File: config.mk
export PLATFORM = sky130hd
export DESIGN_NAME = json_scalar_parser
export DESIGN_NICKNAME = d
export VERILOG_FILES = /design/src/jsp_pkg.sv /design/src/json_scalar_parser.sv
export SDC_FILE = /design/constraint.sdc
export NUM_CORES = 1
export LEC_CHECK = 0
export BUFFER_PORTS_ARGS = -buffer_cell sky130_fd_sc_hd__buf_2
export CORE_UTILIZATION = 49
export DETAILED_ROUTE_END_ITERATION = 6
export GPL_ROUTABILITY_DRIVEN = 0
export MAX_ROUTING_LAYER = met4
export PLACE_DENSITY_LB_ADDON = 0.05
export SYNTH_ARGS = -nofsm -noshare
export SYNTH_HDL_FRONTEND = slang
export SYNTH_SLANG_ARGS = --single-unit
File: constraint.sdc
create_clock -name clk_i -period 4.82 [get_ports clk_i]
set_input_delay 0.241 -clock clk_i [delete_from_list [all_inputs] [get_ports clk_i]]
set_output_delay 0.241 -clock clk_i [all_outputs]
set_load 0.1 [all_outputs]
File: src/jsp_pkg.sv
// Package for the JSON scalar parser: parse modes, status and kind codes,
// and the literal text table. No dependencies.
`default_nettype none
package jsp_pkg;

  localparam int unsigned ByteW = 8;
  localparam int unsigned InTdataW = 8;
  localparam int unsigned OutTdataW = 16;

  typedef enum logic [4:0] {
    M_LEAD   = 5'd0,
    M_LIT    = 5'd1,
    M_NSIGN  = 5'd2,
    M_NZERO  = 5'd3,
    M_NINT   = 5'd4,
    M_NFRAC0 = 5'd5,
    M_NFRAC  = 5'd6,
    M_NEXP0  = 5'd7,
    M_NEXPS  = 5'd8,
    M_NEXP   = 5'd9,
    M_STR    = 5'd10,
    M_ESC    = 5'd11,
    M_AFTER  = 5'd12,
    M_TRAIL  = 5'd13,
    M_SKIP   = 5'd14
  } mode_e;

  typedef enum logic [2:0] {
    ST_OK           = 3'd0,
    ST_EXPECT       = 3'd1,
    ST_INVALID      = 3'd2,
    ST_NOT_SINGULAR = 3'd3,
    ST_BAD_ESCAPE   = 3'd4,
    ST_MISS_QUOTE   = 3'd5,
    ST_BAD_CHAR     = 3'd6
  } status_e;

  typedef enum logic [2:0] {
    K_NULL   = 3'd0,
    K_FALSE  = 3'd1,
    K_TRUE   = 3'd2,
    K_NUMBER = 3'd3,
    K_STRING = 3'd4
  } kind_e;

  typedef enum logic [1:0] {
    LIT_NULL  = 2'd0,
    LIT_TRUE  = 2'd1,
    LIT_FALSE = 2'd2
  } lit_e;

  // literal byte at a position; select already folded to a defined code
  function automatic logic [ByteW-1:0] lit_char(input lit_e sel, input logic [2:0] pos);
    logic [ByteW-1:0] c;
    c = 8'h00;
    unique case (sel)
      LIT_TRUE: begin
        unique case (pos)
          3'd0: c = "t";
          3'd1: c = "r";
          3'd2: c = "u";
          3'd3: c = "e";
          default: c = 8'h00;
        endcase
      end
      LIT_FALSE: begin
        unique case (pos)
          3'd0: c = "f";
          3'd1: c = "a";
          3'd2: c = "l";
          3'd3: c = "s";
          3'd4: c = "e";
          default: c = 8'h00;
        endcase
      end
      default: begin
        unique case (pos)
          3'd0: c = "n";
          3'd1: c = "u";
          3'd2: c = "l";
          3'd3: c = "l";
          default: c = 8'h00;
        endcase
      end
    endcase
    return c;
  endfunction

  function automatic logic [2:0] lit_last(input lit_e sel);
    return (sel == LIT_FALSE) ? 3'd4 : 3'd3;
  endfunction

  function automatic kind_e lit_kind(input lit_e sel);
    kind_e k;
    unique case (sel)
      LIT_TRUE:  k = K_TRUE;
      LIT_FALSE: k = K_FALSE;
      default:   k = K_NULL;
    endcase
    return k;
  endfunction

endpackage
`default_nettype wire

File: src/json_scalar_parser.sv
// JSON scalar root parser, top level.
// Depends on jsp_pkg.
`default_nettype none
// Takes one text byte per word on the slave side, a zero byte ending each
// text, and checks that the text is a single JSON scalar (null, true, false,
// a number or a string) with optional whitespace around it. Decoded string
// bytes come out as words with tuser set; the verdict comes out as one word
// with tlast set, carrying status and value kind. After an error the bytes
// up to and including the next zero byte are dropped. One byte is taken
// every cycle unless a held output word stalls it: the whole parse step is a
// single state update in the cycle the byte is accepted, and the output
// register frees the input side whenever its word is taken in the same cycle.
module json_scalar_parser
  import jsp_pkg::*;
(
  input  wire logic                 clk_i,
  input  wire logic                 rst_ni,
  input  wire logic                 s_axis_tvalid,
  output logic                      s_axis_tready,
  input  wire logic [InTdataW-1:0]  s_axis_tdata,   // [7:0] text_byte
  output logic                      m_axis_tvalid,
  input  wire logic                 m_axis_tready,
  output logic [OutTdataW-1:0]      m_axis_tdata,   // [7:0] out_char, [10:8] status,
                                                    // [13:11] value_kind, [15:14] zero
  output logic                      m_axis_tuser,   // char_valid
  output logic                      m_axis_tlast    // done_res
);

  mode_e            mode_q, mode_d;
  lit_e             sel_q, sel_d;
  logic [2:0]       pos_q, pos_d;
  kind_e            kind_q, kind_d;

  logic             ovalid_q;
  logic [ByteW-1:0] ochar_q;
  logic             ocv_q, odone_q;
  status_e          ost_q;
  kind_e            okind_q;

  logic             in_acc, out_acc;
  logic [ByteW-1:0] b;
  logic             b_zero, b_space, b_digit;
  logic             emit, fin;
  logic [ByteW-1:0] emit_ch;
  status_e          fin_st;
  lit_e             sel_eff;

  assign in_acc  = s_axis_tvalid && s_axis_tready;
  assign out_acc = m_axis_tvalid && m_axis_tready;
  assign s_axis_tready = !ovalid_q || m_axis_tready;

  assign b       = s_axis_tdata[ByteW-1:0];
  assign b_zero  = (b == 8'h00);
  assign b_space = (b == 8'h20) || (b >= 8'h09 && b <= 8'h0d);
  assign b_digit = (b >= "0") && (b <= "9");
  assign sel_eff = (sel_q == LIT_NULL || sel_q == LIT_TRUE || sel_q == LIT_FALSE)
                   ? sel_q : LIT_NULL;

  always_comb begin
    mode_d  = mode_q;
    sel_d   = sel_q;
    pos_d   = pos_q;
    kind_d  = kind_q;
    emit    = 1'b0;
    emit_ch = b;
    fin     = 1'b0;
    fin_st  = ST_OK;
    unique case (mode_q)
      M_LEAD: begin
        if (b_space) begin
        end else if (b_zero) begin
          fin = 1'b1; fin_st = ST_EXPECT;
        end else if (b == "n" || b == "t" || b == "f") begin
          sel_d  = (b == "n") ? LIT_NULL : (b == "t") ? LIT_TRUE : LIT_FALSE;
          pos_d  = 3'd1;
          kind_d = lit_kind(sel_d);
          mode_d = M_LIT;
        end else if (b == "-" || b_digit) begin
          kind_d = K_NUMBER;
          mode_d = (b == "-") ? M_NSIGN : (b == "0") ? M_NZERO : M_NINT;
        end else if (b == "\"") begin
          kind_d = K_STRING;
          mode_d = M_STR;
        end else begin
          fin = 1'b1; fin_st = ST_INVALID;
        end
      end
      M_LIT: begin
        if (pos_q > lit_last(sel_eff) || b != lit_char(sel_eff, pos_q)) begin
          fin = 1'b1; fin_st = ST_INVALID;
        end else begin
          kind_d = lit_kind(sel_eff);
          pos_d  = pos_q + 3'd1;
          if (pos_q == lit_last(sel_eff)) mode_d = M_AFTER;
        end
      end
      M_NSIGN: begin
        if (!b_digit) begin
          fin = 1'b1; fin_st = ST_INVALID;
        end else begin
          mode_d = (b == "0") ? M_NZERO : M_NINT;
        end
      end
      M_NZERO, M_NINT, M_NFRAC, M_NEXP: begin
        if (b_digit && mode_q != M_NZERO) begin
        end else if (b == "." && (mode_q == M_NZERO || mode_q == M_NINT)) begin
          mode_d = M_NFRAC0;
        end else if ((b == "e" || b == "E") && mode_q != M_NEXP) begin
          mode_d = M_NEXP0;
        end else if (b_zero) begin
          fin = 1'b1; fin_st = ST_OK;
        end else if (b_space) begin
          mode_d = M_TRAIL;
        end else begin
          fin = 1'b1; fin_st = ST_INVALID;
        end
      end
      M_NFRAC0: begin
        if (!b_digit) begin
          fin = 1'b1; fin_st = ST_INVALID;
        end else begin
          mode_d = M_NFRAC;
        end
      end
      M_NEXP0: begin
        if (b == "+" || b == "-") begin
          mode_d = M_NEXPS;
        end else if (b_digit) begin
          mode_d = M_NEXP;
        end else begin
          fin = 1'b1; fin_st = ST_INVALID;
        end
      end
      M_NEXPS: begin
        if (!b_digit) begin
          fin = 1'b1; fin_st = ST_INVALID;
        end else begin
          mode_d = M_NEXP;
        end
      end
      M_STR: begin
        if (b == "\"") begin
          mode_d = M_AFTER;
        end else if (b == "\\") begin
          mode_d = M_ESC;
        end else if (b_zero) begin
          fin = 1'b1; fin_st = ST_MISS_QUOTE;
        end else if (b < 8'h20) begin
          fin = 1'b1; fin_st = ST_BAD_CHAR;
        end else begin
          emit = 1'b1;
        end
      end
      M_ESC: begin
        mode_d = M_STR;
        emit   = 1'b1;
        unique case (b)
          "\"", "\\", "/": emit_ch = b;
          "b": emit_ch = 8'h08;
          "f": emit_ch = 8'h0c;
          "n": emit_ch = 8'h0a;
          "r": emit_ch = 8'h0d;
          "t": emit_ch = 8'h09;
          default: begin
            emit = 1'b0;
            fin  = 1'b1; fin_st = ST_BAD_ESCAPE;
          end
        endcase
      end
      M_AFTER: begin
        if (b_zero) begin
          fin = 1'b1; fin_st = ST_OK;
        end else if (b_space) begin
          mode_d = M_TRAIL;
        end else begin
          fin = 1'b1; fin_st = ST_INVALID;
        end
      end
      M_TRAIL: begin
        if (b_space) begin
        end else if (b_zero) begin
          fin = 1'b1; fin_st = ST_OK;
        end else begin
          fin = 1'b1; fin_st = ST_NOT_SINGULAR;
        end
      end
      default: begin
        // skip to end of text; unused codes behave the same
        if (b_zero) begin
          mode_d = M_LEAD;
          sel_d  = LIT_NULL;
          pos_d  = 3'd0;
          kind_d = K_NULL;
        end
      end
    endcase
    if (fin) begin
      mode_d = (fin_st == ST_OK || b_zero) ? M_LEAD : M_SKIP;
      sel_d  = LIT_NULL;
      pos_d  = 3'd0;
      kind_d = K_NULL;
    end
  end

  always_ff @(posedge clk_i or negedge rst_ni) begin
    if (!rst_ni) begin
      mode_q   <= M_LEAD;
      sel_q    <= LIT_NULL;
      pos_q    <= 3'd0;
      kind_q   <= K_NULL;
      ovalid_q <= 1'b0;
    end else begin
      if (in_acc) begin
        mode_q   <= mode_d;
        sel_q    <= sel_d;
        pos_q    <= pos_d;
        kind_q   <= kind_d;
        ovalid_q <= emit || fin;
      end else if (out_acc) begin
        ovalid_q <= 1'b0;
      end
    end
  end

  always_ff @(posedge clk_i) begin
    if (in_acc && (emit || fin)) begin
      ochar_q <= emit ? emit_ch : 8'h00;
      ocv_q   <= emit;
      odone_q <= fin;
      ost_q   <= fin ? fin_st : ST_OK;
      okind_q <= (fin && fin_st == ST_OK) ? kind_q : K_NULL;
    end
  end

  assign m_axis_tvalid = ovalid_q;
  assign m_axis_tdata  = {2'b00, okind_q, ost_q, ochar_q};
  assign m_axis_tuser  = ocv_q;
  assign m_axis_tlast  = odone_q;

endmodule
`default_nettype wire

==> results of run 1 <==
[worst register-to-register path, stage by stage (launching register included)]
cell       delay [ps]
dfrtp_1           420
inv_1             130
ha_1              260
or2_2             350
a2111oi_2         360
mux2i_1           140
a2111oi_2         290
o211ai_1          150
a211o_1           480
nor2_2            280
a21oi_1           100
buf_4             230
[routing by layer]
metal | vias to the layer above | wire length, um | track usage, %
li1 | 1296 | - | -
met1 | 1262 | 3360 | 36.4
met3 | 15 | 407 | 3.33
met4 | 0 | 119 | 7.74
met5 | - | 0 | -
met2 | 119 | 3450 | 42.8
[kinds of logic (layout without fill, tap and decap cells)]
logic type	count (synthesis)	count (layout)	synth area share, %
compound gates	99	99	25.2
xor+xnor	4	4	1.26
fa+ha+maj	11	11	4.97
buf+inv	36	54	5.37
flops	30	30	30.0
mux	6	6	2.21
other cells	1	2	0.135
simple gates	151	151	30.8
[flip-flops by register name, indices dropped and copies added, names as in the netlist]
register       count
m_axis_tlast       1
okind_q            3
ochar_q            8
ost_q              3
m_axis_tuser       1
kind_q             3
pos_q              3
mode_q             5
sel_q              2
m_axis_tvalid      1
[layout by cell type (no fill, tap or decap), drive strengths merged, types with 11 or more instances in the layout]
cell type  synthesis  routed
nor2              29      29
dfrtp             14      14
a21oi             18      18
ha                11      11
and2              13      13
buf                6      31
edfxtp            16      16
inv               14      14
o21ai             21      21
nand2             27      27
[cell type report]
class                   instances  area share (%)
clock buffers                   5            2.28
clock inverters                 3           0.538
inverters                      14            1.74
multi-input cells             273            59.4
flip-flops and latches         30            27.5
well taps                      72            2.98
repair buffers                 32            5.63
[how the worst max path moves through the flow]
stage                              end  slack (ps)  cells after the start
after global routing        ochar_q[1]        1090                     11
final                       ochar_q[1]        1370                     11
after floorplan           m_axis_tlast        1410                     10
after CTS                   ochar_q[1]        1380                     11
after global placement      ochar_q[4]        1470                     11
after detailed placement    ochar_q[7]        1410                     11
[what timing repair did]
| item | CTS | global route |
|---|---|---|
| hold buffers | 1 | 0 |
| hold endpoints to repair | 14 | 0 |
| resized for setup | 0 | 0 |
| endpoints found under the setup margin | 0 | 0 |
[through the flow]
stage / instance area [um^2] / std cells / setup WS [ps] / utilization [%] / hold WS, ps
5_1_grt: 3020 / 429 / 1090 / 55.2 / 218
4_1_cts: 3020 / 429 / 1380 / 55.2 / 195
3_5_place_dp: 2930 / 420 / 1410 / 53.5 / 164
2_1_floorplan: 2770 / 339 / 1410 / - / -54.6
6_report: 3020 / 429 / 1370 / 55.2 / 203
3_3_place_gp: 2930 / 420 / 1470 / 53.5 / 161
[report_power, final]
| part | internal (mW) | switching, mW | leakage (nW) |
|---|---|---|---|
| sequential | 0.386 | 0.0957 | 0.338 |
| clock | 0.0986 | 0.0980 | 0.0416 |
| combinational | 0.359 | 0.964 | 0.835 |
==> results by group, run 1 <==
Status
  • Status: complete, no violations

STA
  • Slew HR: a little under half
  • Minimum clock period: 3450 ps
  • Fmax: about 0.29 GHz
  • Worst slew pin tran: between 700 and 800 ps
  • Clk_skew: 8.04 ps
  • Crit share post-route: 71.5%
  • RSZ-0062 raised after global routing: false
  • Setup_tns: 0 ps
  • # setup viols final: 0
  • Final Hold Vio Count: 0
  • Pins Over Slew Limit: 0

Drt
  • DR WL/cell: 17.1 um
  • Iteration-0 DRC Markers: 246
  • # DRC: 0
  • WL final: around 7.3 mm
  • Via-to-Cell Ratio: roughly 6.3
  • Antenna viol nets, final: 0
  • Detailed-route via count: 2692
  • Drt first pass iters: 5

Min path
  • Worst hold stages: 3
  • Min-Delay Startpoint: s_axis_tvalid
  • Worst hold endpoint: m_axis_tvalid
  • Hold Crit Class: in -> reg

Floorplan
  • Area of the core: 5470 um^2
  • FP Rows: 27
  • Die area: 5960 um^2
  • I/O pin count: 32
  • Die height: 77.2 um
  • Chip width: 77.2 um
  • Initial core utilization: 50.6%

Synth
  • Synth area leaders: edfxtp_1 17%, dfrtp_1 13%, ha_1 5.0%
  • Syn Inst Count: 338
  • Synth warn: 0
  • Flops & latches, synth: 30
  • Cell Area, Synth: about 2800 um^2
  • Top-count cell post-synth: nor2_1
  • Asr flop ratio synth: 46.7%
  • Post-synthesis sequential area ratio: 30.0%
  • Top cell type's share of synthesized area: 17.3%
  • Yosys cell types: 66
  • Post-synth top flop: edfxtp_1
  • Mean Syn Cell Area: 8.20 um^2
  • Most common library cells after synthesis: 28 x nor2_1, 27 x nand2_1, 20 x o21ai_0, 18 x a21oi_1
  • Post-synth EDFFs: 16
  • Most area-hungry cell type in the Yosys netlist: edfxtp_1

Run
  • Max-cap violations: 0

Power
  • Pwr Density: ~660 nW/um^2
  • Max rail drop VDD: 0.438 mV
  • LEAKAGE: approximately 1.2 nW
  • Power Total: 2.00 mW

GRT
  • Number of global-route vias before repair: 2500
  • Initial antenna violation count: 0
  • GRT Overall Usage: 27.1%
  • First-pass GRT wire length: 12.6 mm
  • Pin count of the biggest net entering global routing: 22
  • Grt total ovfl: 0

Critical path
  • CP dominant cell by count: a2111oi_2
  • RR Endpoint: ochar_q[1]
  • CP max stage cell: a211o_1
  • CP Class: reg -> reg
  • Crit-path max FO: 16
  • CP required: 4850 ps
  • Crit-path leading delay family: compound AO/OA/AOI/OAI gates
  • Worst r2r src: pos_q[0]
  • Worst setup EP type: flip-flop
  • Worst-case reg-to-reg path depth: 11
  • Arrival time at the worst endpoint: ~3500 ps
  • Worst setup SP type: flip-flop
  • CP Cell Sequence: inv_1 -> ha_1 -> or2_2 -> a2111oi_2 -> mux2i_1 -> a2111oi_2 -> o211ai_1 -> a211o_1 -> nor2_2 -> a21oi_1 -> buf_4
  • Worst setup path start: pos_q[0]
  • Critical Path Max Stage Delay: approximately 480 ps
  • Crit path buf inv count: 2
  • Reg2Reg Setup Slack: 1370 ps

Clock network
  • Clk Latency, worst-skew pair: 280 ps
  • H-tree depth: 2
  • CTS clk-pin slew, worst paths: 70 ps
  • Postcts setup bufs: 0
  • Sink Count: 30
  • CTS Buffer Depth: 2
  • CTS tree: built
  • Clock root buffer: clkbuf_8
  • TritonCTS Buffers: 5

Layout
  • Area of the multi-input gates: 1790 um^2
  • Diodes inserted: 0
  • Filler cell count: approximately 530
  • Share of cells above drive strength 1: 15.1%
  • Area grow syn2layout: 9.12%
  • Nets: 379
  • Register area: 831 um^2

Placement
  • Final HPWL DP: between 5 and 6 mm
  • Port buffer count: 29
Power figures use the tool's default switching activity.
==> inputs of run 2 (changes only) <==
--- a/config.mk
+++ b/config.mk
@@ -5,6 +5,7 @@
 export SDC_FILE = /design/constraint.sdc
 export NUM_CORES = 1
 export LEC_CHECK = 0
+export ABC_AREA = 1
 export BUFFER_PORTS_ARGS = -buffer_cell sky130_fd_sc_hd__buf_2
 export CORE_UTILIZATION = 49
 export DETAILED_ROUTE_END_ITERATION = 6
==> constraint.sdc (replaced) <==
create_clock -name clk_i -period 2.8 [get_ports clk_i]
set_input_delay 0.14 -clock clk_i [delete_from_list [all_inputs] [get_ports clk_i]]
set_output_delay 0.14 -clock clk_i [all_outputs]
set_load 0.1 [all_outputs]
==> run 2 against run 1 <==
Area after synthesis increased by 2.2%; non-clock buffer count increased by 14; critical path depth increased by 4; clock power increased by 69%; synthesized cell count increased by 30%; cell count increased by 31%; worst setup slack got worse by 1200 ps; global-route usage increased by 1.8 points; count of clock-buffer cells in the layout unchanged; sequential cell count unchanged; register-to-register slack got worse by 1200 ps; largest power group unchanged.
==> results by group, run 2 <==
Layout
  • Design Area, Final: 3280 um^2
  • Post-route insts no fill: 560
  • Number of flip-flops in the largest register: 8
  • Share of cells above drive strength 1: 19.1%
  • Commonest non-fill, non-tap cell in the layout: nand2_1
  • Area grow syn2layout: 15.9%
  • Nets: 510
  • Biggest register: ochar_q
  • Diodes inserted: 0
  • Largest regs: ochar_q x8, mode_q x5
  • Commonest non-fill, non-tap cells in the layout: 125 x nand2_1, 57 x inv_1, 51 x nor2_1

Critical path
  • CP Cell Sequence: inv_1 -> ha_1 -> inv_1 -> ha_1 -> a21oi_1 -> o21ai_0 -> a21oi_1 -> nand2_1 -> nor2_1 -> nand3_1 -> o21ai_4 -> nand2_4 -> o21ai_4 -> clkinvlp_4 -> buf_12
  • Critical Path Max Stage Delay: between 300 and 400 ps
  • Arrival time at the worst endpoint: roughly 2700 ps
  • CP Class: reg -> reg
  • Worst setup SP type: flip-flop
  • Worst-case reg-to-reg path depth: 15
  • Crit-path leading delay family: compound AO/OA/AOI/OAI gates
  • CP required: 2840 ps
  • Crit-path max FO: 16
  • RR Endpoint: ost_q[1]
  • Reg2Reg Setup Slack: 180 ps
  • Worst r2r src: sel_q[0]
  • Crit path buf inv count: 4
  • Worst setup EP type: flip-flop
  • CP max stage cell: dfrtp_1

Clock network
  • Sink Count: 30
  • CTS tree: built
  • TritonCTS Buffers: 5
  • Clk Latency, worst-skew pair: 280 ps
  • Clock root buffer: clkbuf_8
  • CTS clk-pin slew, worst paths: 70 ps
  • H-tree depth: 2
  • CTS Buffer Depth: 2

Placement
  • Dpl cell area: between 3000 and 4000 um^2
  • Dpl cells: 550
  • Port buffer count: 29
  • Final HPWL DP: 6.59 mm

Drt
  • WL final: 8.04 mm
  • Iteration-0 DRC Markers: a little under 300
  • DR WL/cell: 14.4 um
  • # DRC: 0
  • Antenna viol nets, final: 0
  • Via-to-Cell Ratio: 5.55
  • Detailed-route via count: 3107
  • Drt first pass iters: 7

Min path
  • Hold Crit Class: in -> reg
  • Worst hold endpoint: m_axis_tvalid
  • Min-Delay Startpoint: m_axis_tready
  • Worst hold stages: 4

STA
  • Fmax: 0.382 GHz
  • Crit share post-route: 93.5%
  • Pins Over Slew Limit: 0
  • # setup viols final: 0
  • RSZ-0062 raised after global routing: false
  • Final Hold Vio Count: 0
  • Worst slew pin tran: ~640 ps
  • Setup_tns: 0 ps
  • WHS: 137 ps
  • Slew HR: 57.1%
  • Clk_skew: 5.32 ps
  • Minimum clock period: ~2600 ps

Floorplan
  • Die height: between 70 and 80 um
  • I/O pin count: 32
  • Initial core utilization: around 51%
  • FP Rows: 27
  • Area of the core: between 5000 and 6000 um^2
  • Chip width: 78.0 um
  • Die area: 6090 um^2

Power
  • Pwr Density: 1160 nW/um^2
  • Max rail drop VDD: 0.668 mV
  • LEAKAGE: 1.63 nW
  • Power Total: between 3 and 4 mW

Synth
  • Top-count cell post-synth: nand2_1
  • Synth area leaders: edfxtp_1 17%, nand2_1 17%, dfrtp_1 12%
  • Synth warn: 0
  • Most common library cells after synthesis: 125 x nand2_1, 58 x inv_1, 51 x nor2_1, 33 x nand3_1, 17 x nand4_1
  • Asr flop ratio synth: around 47%
  • Flops & latches, synth: 30
  • Mean Syn Cell Area: about 6.5 um^2
  • Yosys cell types: 41
  • Post-synthesis sequential area ratio: 29.3%
  • Most area-hungry cell type in the Yosys netlist: edfxtp_1
  • Syn Inst Count: 438
  • Post-synth top flop: edfxtp_1
  • Top cell type's share of synthesized area: 17.0%
  • Cell Area, Synth: 2830 um^2
  • Post-synth EDFFs: 16

GRT
  • Pin count of the biggest net entering global routing: 17
  • GRT Overall Usage: between 20 and 30%
  • Initial antenna violation count: 0
  • Number of global-route vias before repair: 2927
  • First-pass GRT wire length: 13.5 mm
  • Grt total ovfl: 0

Run
  • Max-cap violations: 0

Status
  • Status: complete, no violations
## run 2: cell types whose count changed in the layout (fill, tap and decap cells not counted), moves of 6 or more
cell,delta
nand2_1,+98
inv_1,+43
nand3_1,+27
nor2_1,+23
buf_4,+13
and2_1,-12
nand4_1,+12
nand2b_1,-10
nor2_2,+10
nor2b_1,-10
nand2_2,+9
inv_2,+7
o21ai_1,+7
nor3b_1,-6
## run 2: cell type report
type,instances,area (um^2)
flip-flops and latches,30,831
clock inverters,3,16.3
fillers,569,2260
clock buffers,5,68.8
well taps,72,90.1
repair buffers,46,288
inverters,67,259
multi-input cells,337,1730
## run 2: worst min-delay path, cell delays in order
cell     delay, ps
buf_2           80
inv_1           30
nand2_1         80
nand2_1         60
## run 2: per-stage QoR
stage	utilization, %	setup WS, ps
after global placement	56.9	95.3
after CTS	58.6	10.4
after detailed placement	56.9	16.7
after floorplan	-	65.3
after global routing	59.2	3.71
final	59.2	182
## run 2: cell families (layout without fill, tap and decap cells)
| logic type | count (synthesis) | in the layout | synth area share [%] |
|---|---|---|---|
| adder cells (fa/ha/maj) | 11 | 11 | 4.86 |
| AND/OR/NAND/NOR | 266 | 266 | 42.9 |
| buffers and inverters | 72 | 121 | 10.1 |
| flip-flops | 30 | 30 | 29.3 |
| AO/OA/AOI/OAI | 58 | 58 | 12.6 |
| other | 1 | 2 | 0.132 |
## run 2: where the power goes
group | internal [mW] | switching [mW] | leakage [nW] | total (mW)
combinational | 0.725 | 2.02 | 1.24 | 2.75
clock | 0.170 | 0.163 | 0.0416 | 0.333
sequential | 0.670 | 0.0728 | 0.341 | 0.743
## run 2: how the worst max path moves through the flow
stage,startpoint,to,depth (start not counted)
2_1_floorplan,sel_q[0],m_axis_tlast,14
3_3_place_gp,sel_q[0],ochar_q[5],14
3_5_place_dp,sel_q[0],ochar_q[4],14
4_1_cts,sel_q[0],ochar_q[0],14
5_1_grt,sel_q[0],ochar_q[5],15
6_report,sel_q[0],ost_q[1],15
## run 2: metal layers
metal / global-route usage (%) / routed length, um / vias up
li1: - / - / 1535
met4: 7.22 / 150 / 0
met1: 38.9 / 3620 / 1402
met3: 4.53 / 700 / 21
met2: 45.6 / 3580 / 149
met5: - / 0 / -
## run 2: timing repair
item,in CTS,in global routing
hold endpoints to repair,14,0
resized for setup,0,4
hold buffers,1,0
setup endpoints to repair,0,18
buffers inserted,0,1
